--- config.mk ---
export PLATFORM = sky130hd
export DESIGN_NAME = ring_tap_event_hit_test_unit_flat
export DESIGN_NICKNAME = d
export VERILOG_FILES = /design/src/rtl/core/rteht_pkg.sv /design/src/rtl/core/rteht_in_if.sv /design/src/rtl/core/rteht_out_if.sv /design/src/rtl/core/rteht_ctrl.sv /design/src/rtl/core/rteht_dp.sv /design/src/rtl/core/ring_tap_event_hit_test_unit.sv /design/src/flat_wrapper.sv
export VERILOG_INCLUDE_DIRS = /design/src /design/src/rtl/core
export SDC_FILE = /design/constraint.sdc
export NUM_CORES = 2
export LEC_CHECK = 0
export BUFFER_PORTS_ARGS = -buffer_cell sky130_fd_sc_hd__clkbuf_2
export CAP_MARGIN = 10
export CORE_AREA = 4 4 401 403
export CTS_BUF_LIST = sky130_fd_sc_hd__clkbuf_2
export DETAILED_ROUTE_END_ITERATION = 7
export DIE_AREA = 0 0 405 407
export PLACE_DENSITY = 0.53
export SLEW_MARGIN = 20
export SYNTH_ARGS = -nofsm -noshare
export SYNTH_HDL_FRONTEND = slang
export SYNTH_HIERARCHICAL = 1
export SYNTH_SLANG_ARGS = --single-unit
--- constraint.sdc ---
create_clock -name clk -period 18.3 [get_ports clk]
set_input_delay 0 -clock clk [delete_from_list [all_inputs] [get_ports clk]]
set_output_delay 0 -clock clk [all_outputs]
set_load 0.02 [all_outputs]
--- src/rtl/core/ring_tap_event_hit_test_unit_assert.svh ---
// assertion macros for the ring tap event hit test unit
`ifndef RING_TAP_EVENT_HIT_TEST_UNIT_ASSERT_SVH
`define RING_TAP_EVENT_HIT_TEST_UNIT_ASSERT_SVH

`ifndef ASSERT_OFF

// same-cycle implication, sampled on clk, quiet while rst_n is low
`define RTEHT_ASSERT_IMP(label, ante, cons) \
  label: assert property (@(posedge clk) disable iff (!rst_n) (ante) |-> (cons)) \
    else $error("rteht assertion failed");

// next-cycle implication, sampled on clk, quiet while rst_n is low
`define RTEHT_ASSERT_NXT(label, ante, cons) \
  label: assert property (@(posedge clk) disable iff (!rst_n) (ante) |=> (cons)) \
    else $error("rteht assertion failed");

`else

`define RTEHT_ASSERT_IMP(label, ante, cons)
`define RTEHT_ASSERT_NXT(label, ante, cons)

`endif

`endif

--- src/rtl/core/rteht_pkg.sv ---
// shared types and constants of the ring tap event hit test unit
`default_nettype none

package rteht_pkg;

  localparam int MAX_EVENTS_DEF = 32;

  localparam int MIN_W = 11;
  localparam int PIX_W = 8;
  localparam int THK_W = 6;
  localparam int IDX_OUT_W = 5;
  localparam int CFG_IDX_W = 3;
  localparam int CFG_DATA_W = 8;

  localparam logic [10:0] DAY_MINUTES = 11'd1440;
  localparam logic [10:0] MINUTES_PER_POINT = 11'd15;
  localparam logic [10:0] RING_SHIFT_MINUTES = 11'd540;
  localparam logic [4:0]  SIDE_POINTS = 5'd24;
  localparam logic [4:0]  SIDE_LAST = 5'd23;

  // floor(m / 3) == (m * 683) >> 11 for m below 2048
  localparam logic [14:0] RECIP3 = 15'd683;

  localparam logic [7:0] LAYER_X_RST = 8'd0;
  localparam logic [7:0] LAYER_Y_RST = 8'd0;
  localparam logic [7:0] LAYER_W_RST = 8'd144;
  localparam logic [7:0] LAYER_H_RST = 8'd168;
  localparam logic [5:0] RING_THK_RST = 6'd10;

  typedef enum logic [1:0] {
    OP_CLEAR  = 2'd0,
    OP_APPEND = 2'd1,
    OP_QUERY  = 2'd2,
    OP_NOP    = 2'd3
  } op_t;

  typedef enum logic [2:0] {
    CFG_LAYER_X   = 3'd0,
    CFG_LAYER_Y   = 3'd1,
    CFG_LAYER_W   = 3'd2,
    CFG_LAYER_H   = 3'd3,
    CFG_RING_THK  = 3'd4
  } cfg_reg_t;

  typedef struct packed {
    logic clear;
    logic append;
    logic query;
    logic geom;
    logic divs;
    logic pt_step;
    logic minute;
    logic ev_step;
    logic load_out;
  } cmd_t;

  typedef struct packed {
    logic pt_last;
    logic ev_empty;
    logic ev_last;
    logic ev_busy;
    logic out_free;
  } status_t;

endpackage

`default_nettype wire

--- src/rtl/core/rteht_in_if.sv ---
// input word channel of the ring tap event hit test unit
`default_nettype none

interface rteht_in_if;
  logic                          valid;
  logic                          ready;
  logic [1:0]                    operation;
  logic [rteht_pkg::MIN_W-1:0]   start_minute;
  logic [rteht_pkg::MIN_W-1:0]   end_minute;
  logic [rteht_pkg::PIX_W-1:0]   tap_x;
  logic [rteht_pkg::PIX_W-1:0]   tap_y;

  modport source (
    output valid, operation, start_minute, end_minute, tap_x, tap_y,
    input  ready
  );
  modport sink (
    input  valid, operation, start_minute, end_minute, tap_x, tap_y,
    output ready
  );
endinterface

`default_nettype wire

--- src/rtl/core/rteht_out_if.sv ---
// result word channel of the ring tap event hit test unit
`default_nettype none

interface rteht_out_if;
  logic                              valid;
  logic                              ready;
  logic [rteht_pkg::IDX_OUT_W-1:0]   event_index;
  logic                              found;
  logic [rteht_pkg::MIN_W-1:0]       minute_of_day;

  modport source (
    output valid, event_index, found, minute_of_day,
    input  ready
  );
  modport sink (
    input  valid, event_index, found, minute_of_day,
    output ready
  );
endinterface

`default_nettype wire

--- src/rtl/core/rteht_ctrl.sv ---
// sequencing state machine of the ring tap event hit test unit
`default_nettype none

module rteht_ctrl (
  input  wire logic               clk,
  input  wire logic               rst_n,
  input  wire logic               in_valid,
  input  wire logic [1:0]         in_operation,
  output logic                    in_ready,
  input  wire rteht_pkg::status_t status,
  output rteht_pkg::cmd_t         cmd
);

  typedef enum logic [8:0] {
    S_IDLE     = 9'b000000001,
    S_GEOM     = 9'b000000010,
    S_DIVS     = 9'b000000100,
    S_PTS      = 9'b000001000,
    S_PT_DRAIN = 9'b000010000,
    S_MINUTE   = 9'b000100000,
    S_EVS      = 9'b001000000,
    S_EV_DRAIN = 9'b010000000,
    S_RESULT   = 9'b100000000
  } state_t;

  state_t state_r, state_nxt;

  always_comb begin
    state_nxt = state_r;
    cmd       = '0;
    in_ready  = 1'b0;
    case (state_r)
      S_IDLE: begin
        in_ready = 1'b1;
        if (in_valid) begin
          case (in_operation)
            rteht_pkg::OP_CLEAR:  cmd.clear = 1'b1;
            rteht_pkg::OP_APPEND: cmd.append = 1'b1;
            rteht_pkg::OP_QUERY: begin
              cmd.query = 1'b1;
              state_nxt = S_GEOM;
            end
            default: ;
          endcase
        end
      end
      S_GEOM: begin
        cmd.geom  = 1'b1;
        state_nxt = S_DIVS;
      end
      S_DIVS: begin
        cmd.divs  = 1'b1;
        state_nxt = S_PTS;
      end
      S_PTS: begin
        cmd.pt_step = 1'b1;
        if (status.pt_last) begin
          state_nxt = S_PT_DRAIN;
        end
      end
      S_PT_DRAIN: state_nxt = S_MINUTE;
      S_MINUTE: begin
        cmd.minute = 1'b1;
        state_nxt  = status.ev_empty ? S_RESULT : S_EVS;
      end
      S_EVS: begin
        cmd.ev_step = 1'b1;
        if (status.ev_last) begin
          state_nxt = S_EV_DRAIN;
        end
      end
      S_EV_DRAIN: begin
        if (!status.ev_busy) begin
          state_nxt = S_RESULT;
        end
      end
      S_RESULT: begin
        if (status.out_free) begin
          cmd.load_out = 1'b1;
          state_nxt    = S_IDLE;
        end
      end
      default: state_nxt = S_IDLE;
    endcase
  end

  always_ff @(posedge clk) begin
    if (!rst_n) begin
      state_r <= S_IDLE;
    end else begin
      state_r <= state_nxt;
    end
  end

endmodule

`default_nettype wire

--- src/rtl/core/rteht_dp.sv ---
// datapath of the ring tap event hit test unit: config, event memory, sweeps
`default_nettype none

module rteht_dp #(
  parameter int MAX_EVENTS = rteht_pkg::MAX_EVENTS_DEF
) (
  input  wire logic                              clk,
  input  wire logic                              rst_n,
  input  wire logic                              cfg_we,
  input  wire logic [rteht_pkg::CFG_IDX_W-1:0]   cfg_index,
  input  wire logic [rteht_pkg::CFG_DATA_W-1:0]  cfg_wdata,
  input  wire logic [rteht_pkg::MIN_W-1:0]       in_start_minute,
  input  wire logic [rteht_pkg::MIN_W-1:0]       in_end_minute,
  input  wire logic [rteht_pkg::PIX_W-1:0]       in_tap_x,
  input  wire logic [rteht_pkg::PIX_W-1:0]       in_tap_y,
  input  wire rteht_pkg::cmd_t                   cmd,
  output rteht_pkg::status_t                     status,
  input  wire logic                              out_ready,
  output logic                                   out_valid,
  output logic [rteht_pkg::IDX_OUT_W-1:0]        out_event_index,
  output logic                                   out_found,
  output logic [rteht_pkg::MIN_W-1:0]            out_minute_of_day
);

  localparam int CNT_W = $clog2(MAX_EVENTS + 1);
  localparam int IDX_W = (MAX_EVENTS > 1) ? $clog2(MAX_EVENTS) : 1;
  localparam int ENT_W = 2 * rteht_pkg::MIN_W;

  function automatic logic [10:0] circ_dist(input logic [10:0] a, input logic [10:0] b);
    logic [10:0] d;
    logic [10:0] o;
    d = (a > b) ? (a - b) : (b - a);
    o = rteht_pkg::DAY_MINUTES - d;
    return (o < d) ? o : d;
  endfunction

  // configuration
  logic [7:0] lx_r, ly_r, lw_r, lh_r;
  logic [5:0] th_r;

  always_ff @(posedge clk) begin
    if (!rst_n) begin
      lx_r <= rteht_pkg::LAYER_X_RST;
      ly_r <= rteht_pkg::LAYER_Y_RST;
      lw_r <= rteht_pkg::LAYER_W_RST;
      lh_r <= rteht_pkg::LAYER_H_RST;
      th_r <= rteht_pkg::RING_THK_RST;
    end else if (cfg_we) begin
      case (cfg_index)
        rteht_pkg::CFG_LAYER_X:  lx_r <= cfg_wdata;
        rteht_pkg::CFG_LAYER_Y:  ly_r <= cfg_wdata;
        rteht_pkg::CFG_LAYER_W:  lw_r <= cfg_wdata;
        rteht_pkg::CFG_LAYER_H:  lh_r <= cfg_wdata;
        rteht_pkg::CFG_RING_THK: th_r <= cfg_wdata[5:0];
        default: ;
      endcase
    end
  end

  // event table
  logic [ENT_W-1:0] ev_mem [MAX_EVENTS];
  logic [CNT_W-1:0] count_r;
  logic [10:0]      s_red, e_red;
  logic             not_full;

  assign s_red = (in_start_minute >= rteht_pkg::DAY_MINUTES) ?
                 (in_start_minute - rteht_pkg::DAY_MINUTES) : in_start_minute;
  assign e_red = (in_end_minute >= rteht_pkg::DAY_MINUTES) ?
                 (in_end_minute - rteht_pkg::DAY_MINUTES) : in_end_minute;
  assign not_full = count_r < CNT_W'(MAX_EVENTS);

  always_ff @(posedge clk) begin
    if (!rst_n) begin
      count_r <= '0;
    end else if (cmd.clear) begin
      count_r <= '0;
    end else if (cmd.append && not_full) begin
      count_r <= count_r + CNT_W'(1);
    end
  end

  always_ff @(posedge clk) begin
    if (cmd.append && not_full) begin
      ev_mem[count_r[IDX_W-1:0]] <= {s_red, e_red};
    end
  end

  // query geometry
  logic [7:0] tx_r, ty_r;
  logic [8:0] x0_r, y0_r;
  logic [7:0] w_r, h_r;
  logic [3:0] aw_r, ah_r;
  logic [4:0] bw_r, bh_r;
  logic [7:0] t2;
  logic [14:0] prod_w, prod_h;
  logic [3:0] aw, ah;

  assign t2     = {1'b0, th_r, 1'b0};
  assign prod_w = 15'(w_r[7:3]) * rteht_pkg::RECIP3;
  assign prod_h = 15'(h_r[7:3]) * rteht_pkg::RECIP3;
  assign aw     = prod_w[14:11];
  assign ah     = prod_h[14:11];

  always_ff @(posedge clk) begin
    if (cmd.query) begin
      tx_r <= in_tap_x;
      ty_r <= in_tap_y;
    end
    if (cmd.geom) begin
      x0_r <= 9'(lx_r) + 9'(th_r);
      y0_r <= 9'(ly_r) + 9'(th_r);
      w_r  <= (lw_r > t2) ? (lw_r - t2) : 8'd0;
      h_r  <= (lh_r > t2) ? (lh_r - t2) : 8'd0;
    end
    if (cmd.divs) begin
      aw_r <= aw;
      ah_r <= ah;
      bw_r <= 5'(w_r - 8'(aw) * 8'(rteht_pkg::SIDE_POINTS));
      bh_r <= 5'(h_r - 8'(ah) * 8'(rteht_pkg::SIDE_POINTS));
    end
  end

  // ring point sweep: offsets floor(j*size/24) kept as quotient and remainder
  logic [1:0] side_r;
  logic [4:0] j_r, rw_r, rh_r;
  logic [6:0] pt_r;
  logic [7:0] qw_r, qh_r;
  logic [5:0] rw_sum, rh_sum;
  logic [9:0] px, py, x0e, y0e, we, he, txe, tye;

  assign rw_sum = 6'(rw_r) + 6'(bw_r);
  assign rh_sum = 6'(rh_r) + 6'(bh_r);
  assign x0e = 10'(x0_r);
  assign y0e = 10'(y0_r);
  assign we  = 10'(w_r);
  assign he  = 10'(h_r);
  assign txe = 10'(tx_r);
  assign tye = 10'(ty_r);

  always_comb begin
    case (side_r)
      2'd0: begin
        px = x0e + 10'(qw_r);
        py = y0e;
      end
      2'd1: begin
        px = x0e + we;
        py = y0e + 10'(qh_r);
      end
      2'd2: begin
        px = x0e + we - 10'(qw_r);
        py = y0e + he;
      end
      default: begin
        px = x0e;
        py = y0e + he - 10'(qh_r);
      end
    endcase
  end

  always_ff @(posedge clk) begin
    if (cmd.geom) begin
      side_r <= 2'd0;
      j_r    <= 5'd0;
      pt_r   <= 7'd0;
      qw_r   <= 8'd0;
      qh_r   <= 8'd0;
      rw_r   <= 5'd0;
      rh_r   <= 5'd0;
    end else if (cmd.pt_step) begin
      pt_r <= pt_r + 7'd1;
      if (j_r == rteht_pkg::SIDE_LAST) begin
        side_r <= side_r + 2'd1;
        j_r    <= 5'd0;
        qw_r   <= 8'd0;
        qh_r   <= 8'd0;
        rw_r   <= 5'd0;
        rh_r   <= 5'd0;
      end else begin
        j_r <= j_r + 5'd1;
        if (rw_sum >= 6'(rteht_pkg::SIDE_POINTS)) begin
          rw_r <= 5'(rw_sum - 6'(rteht_pkg::SIDE_POINTS));
          qw_r <= qw_r + 8'(aw_r) + 8'd1;
        end else begin
          rw_r <= 5'(rw_sum);
          qw_r <= qw_r + 8'(aw_r);
        end
        if (rh_sum >= 6'(rteht_pkg::SIDE_POINTS)) begin
          rh_r <= 5'(rh_sum - 6'(rteht_pkg::SIDE_POINTS));
          qh_r <= qh_r + 8'(ah_r) + 8'd1;
        end else begin
          rh_r <= 5'(rh_sum);
          qh_r <= qh_r + 8'(ah_r);
        end
      end
    end
  end

  // distance stage then squared-distance compare stage
  logic       pa_vld_r;
  logic [6:0] pa_idx_r, best_pt_r;
  logic [9:0] dx_r, dy_r;
  logic [19:0] sqx, sqy;
  logic [20:0] sq, best_sq_r;

  assign sqx = dx_r * dx_r;
  assign sqy = dy_r * dy_r;
  assign sq  = {1'b0, sqx} + {1'b0, sqy};

  always_ff @(posedge clk) begin
    if (!rst_n) begin
      pa_vld_r <= 1'b0;
    end else begin
      pa_vld_r <= cmd.pt_step;
    end
  end

  always_ff @(posedge clk) begin
    if (cmd.pt_step) begin
      pa_idx_r <= pt_r;
      dx_r     <= (px > txe) ? (px - txe) : (txe - px);
      dy_r     <= (py > tye) ? (py - tye) : (tye - py);
    end
    if (pa_vld_r && ((pa_idx_r == 7'd0) || (sq < best_sq_r))) begin
      best_sq_r <= sq;
      best_pt_r <= pa_idx_r;
    end
  end

  // minute of the nearest ring point
  logic [10:0] mraw, minute, minute_r;

  assign mraw   = 11'(best_pt_r) * rteht_pkg::MINUTES_PER_POINT
                  + rteht_pkg::RING_SHIFT_MINUTES;
  assign minute = (mraw >= rteht_pkg::DAY_MINUTES) ? (mraw - rteht_pkg::DAY_MINUTES) : mraw;

  always_ff @(posedge clk) begin
    if (cmd.minute) begin
      minute_r <= minute;
    end
  end

  // event sweep: memory read, distance, compare
  logic [CNT_W-1:0] ev_rd_r;
  logic             rd_vld_r, d_vld_r;
  logic [IDX_W-1:0] rd_idx_r, d_idx_r, best_ev_r;
  logic [ENT_W-1:0] rd_data_r;
  logic [10:0]      ev_s, ev_e, d_r, best_d_r, ev_d;
  logic             covers;

  assign ev_s = rd_data_r[ENT_W-1:rteht_pkg::MIN_W];
  assign ev_e = rd_data_r[rteht_pkg::MIN_W-1:0];

  always_comb begin
    if (ev_e < ev_s) begin
      covers = (minute_r >= ev_s) || (minute_r <= ev_e);
    end else begin
      covers = (minute_r >= ev_s) && (minute_r <= ev_e);
    end
    if (covers) begin
      ev_d = 11'd0;
    end else if (circ_dist(minute_r, ev_e) < circ_dist(minute_r, ev_s)) begin
      ev_d = circ_dist(minute_r, ev_e);
    end else begin
      ev_d = circ_dist(minute_r, ev_s);
    end
  end

  always_ff @(posedge clk) begin
    if (!rst_n) begin
      rd_vld_r <= 1'b0;
      d_vld_r  <= 1'b0;
    end else begin
      rd_vld_r <= cmd.ev_step;
      d_vld_r  <= rd_vld_r;
    end
  end

  always_ff @(posedge clk) begin
    rd_data_r <= ev_mem[ev_rd_r[IDX_W-1:0]];
    if (cmd.minute) begin
      ev_rd_r <= '0;
    end else if (cmd.ev_step) begin
      ev_rd_r <= ev_rd_r + CNT_W'(1);
    end
    rd_idx_r <= ev_rd_r[IDX_W-1:0];
    if (rd_vld_r) begin
      d_r     <= ev_d;
      d_idx_r <= rd_idx_r;
    end
    if (cmd.geom) begin
      best_ev_r <= '0;
    end else if (d_vld_r && ((d_idx_r == '0) || (d_r < best_d_r))) begin
      best_d_r  <= d_r;
      best_ev_r <= d_idx_r;
    end
  end

  // result register
  logic                              out_valid_r;
  logic [rteht_pkg::IDX_OUT_W-1:0]   out_idx_r;
  logic                              out_found_r;
  logic [rteht_pkg::MIN_W-1:0]       out_minute_r;

  always_ff @(posedge clk) begin
    if (!rst_n) begin
      out_valid_r <= 1'b0;
    end else if (cmd.load_out) begin
      out_valid_r <= 1'b1;
    end else if (out_ready) begin
      out_valid_r <= 1'b0;
    end
  end

  always_ff @(posedge clk) begin
    if (cmd.load_out) begin
      out_idx_r    <= rteht_pkg::IDX_OUT_W'(best_ev_r);
      out_found_r  <= (count_r != '0);
      out_minute_r <= minute_r;
    end
  end

  assign out_valid         = out_valid_r;
  assign out_event_index   = out_idx_r;
  assign out_found         = out_found_r;
  assign out_minute_of_day = out_minute_r;

  assign status.pt_last  = (side_r == 2'd3) && (j_r == rteht_pkg::SIDE_LAST);
  assign status.ev_empty = (count_r == '0);
  assign status.ev_last  = (CNT_W'(ev_rd_r + CNT_W'(1)) == count_r);
  assign status.ev_busy  = rd_vld_r || d_vld_r;
  assign status.out_free = !out_valid_r || out_ready;

endmodule

`default_nettype wire

--- src/rtl/core/ring_tap_event_hit_test_unit.sv ---
// top level of the ring tap event hit test unit
//
// usage:
//   in_ch carries one word per valid/ready handshake: operation plus the
//   append minutes and the tap point. clear and append finish in the cycle
//   they are accepted and give no result word; operation 3 is dropped.
//   a query produces exactly one word on out_ch: nearest event index,
//   found flag and the minute of day of the nearest ring point.
//   a query runs geometry setup, the divisions, a sweep of the 96 ring
//   points on a shared distance/square unit, the minute of the nearest
//   point, a sweep of the stored events through the memory read port and
//   the result load.
//   in_ch is held off while a query runs, until it has loaded its result;
//   clear and append words are taken back to back. the result sits in an
//   output register, so the next word is taken while it still waits; a
//   further query holds its result until out_ch frees the register.
//   cfg_we/cfg_index/cfg_wdata hold the layer geometry; write them only
//   while the unit is idle.
//   reset (rst_n low, synchronous) empties the event table, restores the
//   geometry defaults and drops any pending result.
`default_nettype none

`include "ring_tap_event_hit_test_unit_assert.svh"

module ring_tap_event_hit_test_unit #(
  parameter int MAX_EVENTS = rteht_pkg::MAX_EVENTS_DEF
) (
  input  wire logic                              clk,
  input  wire logic                              rst_n,
  rteht_in_if.sink                               in_ch,
  rteht_out_if.source                            out_ch,
  input  wire logic                              cfg_we,
  input  wire logic [rteht_pkg::CFG_IDX_W-1:0]   cfg_index,
  input  wire logic [rteht_pkg::CFG_DATA_W-1:0]  cfg_wdata
);

  // command and status between sequencer and datapath
  rteht_pkg::cmd_t    cmd;
  rteht_pkg::status_t status;
  logic               in_ready;
  logic               query_acc;

  rteht_ctrl u_ctrl (
    .clk          (clk),
    .rst_n        (rst_n),
    .in_valid     (in_ch.valid),
    .in_operation (in_ch.operation),
    .in_ready     (in_ready),
    .status       (status),
    .cmd          (cmd)
  );

  rteht_dp #(
    .MAX_EVENTS (MAX_EVENTS)
  ) u_dp (
    .clk               (clk),
    .rst_n             (rst_n),
    .cfg_we            (cfg_we),
    .cfg_index         (cfg_index),
    .cfg_wdata         (cfg_wdata),
    .in_start_minute   (in_ch.start_minute),
    .in_end_minute     (in_ch.end_minute),
    .in_tap_x          (in_ch.tap_x),
    .in_tap_y          (in_ch.tap_y),
    .cmd               (cmd),
    .status            (status),
    .out_ready         (out_ch.ready),
    .out_valid         (out_ch.valid),
    .out_event_index   (out_ch.event_index),
    .out_found         (out_ch.found),
    .out_minute_of_day (out_ch.minute_of_day)
  );

  // input word taken only when the sequencer is idle
  assign in_ch.ready = in_ready;

  // query word accepted this cycle
  assign query_acc = in_ch.valid && in_ch.ready && (in_ch.operation == rteht_pkg::OP_QUERY);

  // an accepted query word starts the geometry setup next cycle
  `RTEHT_ASSERT_NXT(a_query_starts, query_acc, cmd.geom)
  // no word is taken while a sweep is running
  `RTEHT_ASSERT_IMP(a_busy_blocks_input, cmd.pt_step || cmd.ev_step, !in_ch.ready)
  // a loaded result shows up on out_ch in the next cycle
  `RTEHT_ASSERT_NXT(a_load_shows_result, cmd.load_out, out_ch.valid)

endmodule

`default_nettype wire

--- src/flat_wrapper.sv ---
// flat-port wrapper written by rule: the top's interface ports become plain ports
module ring_tap_event_hit_test_unit_flat 
#(
  parameter int MAX_EVENTS = rteht_pkg::MAX_EVENTS_DEF
)
  (clk, rst_n, cfg_we, cfg_index, cfg_wdata, in_ch_valid, in_ch_operation, in_ch_start_minute, in_ch_end_minute, in_ch_tap_x, in_ch_tap_y, in_ch_ready, out_ch_valid, out_ch_event_index, out_ch_found, out_ch_minute_of_day, out_ch_ready);
  rteht_in_if in_ch_i ();
  rteht_out_if out_ch_i ();
  input  wire logic clk;
  input  wire logic rst_n;
  input  wire logic cfg_we;
  input  wire logic [rteht_pkg::CFG_IDX_W-1:0] cfg_index;
  input  wire logic [rteht_pkg::CFG_DATA_W-1:0] cfg_wdata;
  input wire logic [$bits(in_ch_i.valid)-1:0] in_ch_valid;
  input wire logic [$bits(in_ch_i.operation)-1:0] in_ch_operation;
  input wire logic [$bits(in_ch_i.start_minute)-1:0] in_ch_start_minute;
  input wire logic [$bits(in_ch_i.end_minute)-1:0] in_ch_end_minute;
  input wire logic [$bits(in_ch_i.tap_x)-1:0] in_ch_tap_x;
  input wire logic [$bits(in_ch_i.tap_y)-1:0] in_ch_tap_y;
  output wire logic [$bits(in_ch_i.ready)-1:0] in_ch_ready;
  output wire logic [$bits(out_ch_i.valid)-1:0] out_ch_valid;
  output wire logic [$bits(out_ch_i.event_index)-1:0] out_ch_event_index;
  output wire logic [$bits(out_ch_i.found)-1:0] out_ch_found;
  output wire logic [$bits(out_ch_i.minute_of_day)-1:0] out_ch_minute_of_day;
  input wire logic [$bits(out_ch_i.ready)-1:0] out_ch_ready;
  assign in_ch_i.valid = in_ch_valid;
  assign in_ch_i.operation = in_ch_operation;
  assign in_ch_i.start_minute = in_ch_start_minute;
  assign in_ch_i.end_minute = in_ch_end_minute;
  assign in_ch_i.tap_x = in_ch_tap_x;
  assign in_ch_i.tap_y = in_ch_tap_y;
  assign in_ch_ready = in_ch_i.ready;
  assign out_ch_valid = out_ch_i.valid;
  assign out_ch_event_index = out_ch_i.event_index;
  assign out_ch_found = out_ch_i.found;
  assign out_ch_minute_of_day = out_ch_i.minute_of_day;
  assign out_ch_i.ready = out_ch_ready;
  ring_tap_event_hit_test_unit #(.MAX_EVENTS(MAX_EVENTS)) u_core (.clk(clk), .rst_n(rst_n), .in_ch(in_ch_i), .out_ch(out_ch_i), .cfg_we(cfg_we), .cfg_index(cfg_index), .cfg_wdata(cfg_wdata));
endmodule
==> metrics.md <==
| Metric | Value |
|---|---|
| Adder-cell share of the synthesized area | `14.9%` |
| Antenna violation net count after detailed routing | `0` |
| Width of the die | `405 µm` |
| Crit path max fanout | `23` |
| TNS Setup | `0 ns` |
| Die H | `407 µm` |
| Wire length per cell | `19.8 µm` |
| Hold Crit Class | `input pin to flip-flop` |
| YS warnings | `6` |
| Post-synthesis sequential area ratio | `53.2%` |
| Antenna violations before repair | `4` |
| Tightest Pin Transition | `1.19 ns` |
| CP max-delay cell | `edfxtp_1` |
| Period utilization | `44.9%` |
| Final hold violation count | `0` |
| I/O pins | `75` |
| Fraction of synthesis flops using an asynchronous set or reset pin | `0%` |
| First-pass DRT Iterations | `5` |
| XOR/XNOR share of the synthesized area | `3.05%` |
| Largest family of logic cells by synthesized area | `adder cells` |
| Core Box Area | `0.157 mm²` |
| Synth Net Count | `4597` |
| CTS Sinks | `1017` |
| H-tree levels | `5` |
| Setup violators final | `0` |
| Vias | `33605` |
| Number of flops mapped to enable cells by yosys | `882` |
| Mean area per synthesized cell | `13.8 µm²` |
| Synth Area in Compound Gates | `7.11%` |
| Post-Place Worst Slack | `10.07 ns` |
| Cell mode on critical path | `fa_1` |
| Top FF cell, synth | `edfxtp_1` |
| Clk_skew | `0.158 ns` |
| TritonCTS clock tree | `yes` |
| Max clock buf depth | `4` |
| Non-filler cells in the finished layout | `6753` |
| F_max | `122 MHz` |
| Maximum VDD drop | `63.4 µV` |
| # Max-Cap Violations | `0` |
| DP Wirelength | `82.9 mm` |
| CP peak stage delay | `0.55 ns` |
| Synth cell types | `97` |
| Placed Cells | `6060` |
| CP startpoint kind | `flip-flop` |
| Placer Congestion | `0.834` |
| Worst Path Buf+Inv | `6` |
| Register bit total from synthesis | `1017` |
| Most common cell after layout, fill and taps aside | `edfxtp_1` |
| Max-slew headroom | `20.7%` |
| Share of cells above drive strength 1 | `19.7%` |
| Pin count of the biggest net entering global routing | `131` |
| Max Slew Vio Count | `0` |
| Initial Util | `34.9%` |
| First-pass GRT wire length | `204 mm` |
| CP top delay family | `adder cells` |
| Clock-pin slew on the worst setup and hold paths | `0.09 ns` |
| Number of port buffers | `74` |
| RSZ-0062 raised after global routing | `no` |
| Pwr per Cell Area | `77.7 mW/mm²` |
| Status | `complete, no violations` |
| Most frequent cells in the layout | `edfxtp_1 (882), clkbuf_2 (480), inv_1 (428)` |
| Setup bufs post-CTS | `0` |
| Post-Synthesis Cells | `3989` |
| Drt first-iter violations | `2430` |
| All-Layer GR Usage | `16.3%` |
| DRC viols | `0` |
| GRT overflow | `0` |
| P_leak | `0.0242 µW` |
| WL final | `134 mm` |
| Worst-skew pair later-pin latency | `1.66 ns` |
| Die area | `0.165 mm²` |
| Worst Setup Path Type | `flip-flop to flip-flop` |
| Final min period | `8.22 ns` |
| Worst Setup End Kind | `flip-flop` |
| Number of global-route vias before repair | `34374` |
| Nets | `5100` |
| Layout area overhead | `14.2%` |
| Rows | `146` |
| Post-synthesis mux area share | `11.0%` |
| CP required | `19.53 ns` |
| Mapped cell area | `0.0549 mm²` |
| CTS Root Cell | `clkbuf_2` |
| Num CTS Buffers | `282` |
| Crit path arrival time | `9.45 ns` |
| Simple-gate share of the synthesized area | `6.82%` |
| Via/cell ratio | `4.98` |
| Setup WS post-layout | `10.08 ns` |
final cells by class:
type                            instances  area, µm²
Antenna cell                           12       30.0
Clock buffer                          406       2030
Clock inverter                         55        265
Fill cell                           14927      94800
Inverter                              430       1610
Multi-Input combinational cell       2412      23900
Sequential cell                      1017      29200
Tap cell                             2072       2590
Timing Repair Buffer                  349       3060
through the flow:
step | power [µW] | hold WS [ns] | utilization, % | cell area, µm²
floorplan | 3160 | 0.0786 | - | 54900
global placement | 3340 | 0.179 | 36.9 | 58100
detailed placement | 3350 | 0.179 | 36.9 | 58100
CTS | 4950 | 0.00260 | 39.7 | 62600
global route | 5170 | -0.0704 | 39.8 | 62700
finish | 4870 | 0.147 | 39.8 | 62700
cell usage after synthesis, drive strengths merged (22+ instances only):
| library cell | number | area (µm²) |
|---|---|---|
| edfxtp | 882 | 26500 |
| inv | 430 | 1610 |
| ha | 380 | 4750 |
| nand2 | 242 | 916 |
| mux4 | 220 | 4950 |
| nor2 | 206 | 773 |
| a21oi | 180 | 920 |
| fa | 172 | 3440 |
| dfxtp | 135 | 2700 |
| xnor2 | 132 | 1180 |
| a21o | 96 | 721 |
| clkbuf | 93 | 349 |
| o21ai | 85 | 433 |
| and2 | 58 | 363 |
| mux2i | 56 | 577 |
| xor2 | 56 | 490 |
| nand3 | 43 | 215 |
| nor2b | 43 | 269 |
| nor3 | 43 | 246 |
| mux2 | 41 | 484 |
| buf | 37 | 191 |
| a21boi | 36 | 278 |
| o21bai | 36 | 270 |
| nand2b | 35 | 219 |
| nand4 | 22 | 138 |
| o21a | 22 | 165 |
metal layers:
metal  wire length, µm  vias to the layer above  global-route usage (%)
li1                  -                    15747                       -
met5                 0                        -                       0
met4              3290                        0                    5.17
met2             64100                      855                    26.6
met3              7620                      201                    3.55
met1             58900                    16802                    21.7
worst reg2reg max path, delay by kind of cell, from the launching register on:
family	cells	cell delay [ns]
adders and majority gates	9	3.72
AOI/OAI and AO/OA	8	1.66
and+or+nand+nor	7	1.13
buffers and inverters	6	0.65
DFF	1	0.55
xor gates and xnor gates	1	0.16
cells by family after synthesis:
group,count (synthesis)
AO/OA/AOI/OAI,583
XOR/XNOR,188
adder cells (fa/ha/maj),552
buffers and inverters,560
flip-flops,1017
multiplexers,317
AND/OR/NAND/NOR,772
sequential cells by signal (all words and copies together), names as in the netlist, 9 cells and up:
signal,cells
u_core/u_dp/y0_r,9
u_core/u_dp/rd_data_r,22
u_core/u_dp/best_sq_r,21
u_core/u_dp/minute_r,11
u_core/u_dp/out_minute_of_day,11
u_core/u_dp/ev_mem,704
u_core/u_dp/dx_r,10
u_core/u_dp/d_r,11
u_core/u_dp/x0_r,9
u_core/u_ctrl/state_r,9
u_core/u_dp/dy_r,10
u_core/u_dp/best_d_r,11
worst paths after layout:
path                                               from  depth (start not counted)  slack (ns)                        end
worst max-delay path                u_core/u_dp/dx_r[1]                         31       10.08   u_core/u_dp/best_pt_r[3]
worst max register to register      u_core/u_dp/dx_r[1]                         31       10.08   u_core/u_dp/best_pt_r[3]
worst min-delay path              in_ch_start_minute[1]                          4        0.15  u_core/u_dp/ev_mem[5][12]
worst min register to register  u_core/u_dp/rd_idx_r[2]                          0        0.41     u_core/u_dp/d_idx_r[2]
power by group:
part           switching (µW)  internal, µW
clock network             925           614
logic                     422           327
registers                19.8          2560
total                    1370          3500
repair_timing:
item                                   in CTS  in global routing
gates resized for setup                     0                  0
hold buffers                              213                  5
endpoints found under the hold margin    1183                128
Power figures use the tool's default switching activity.
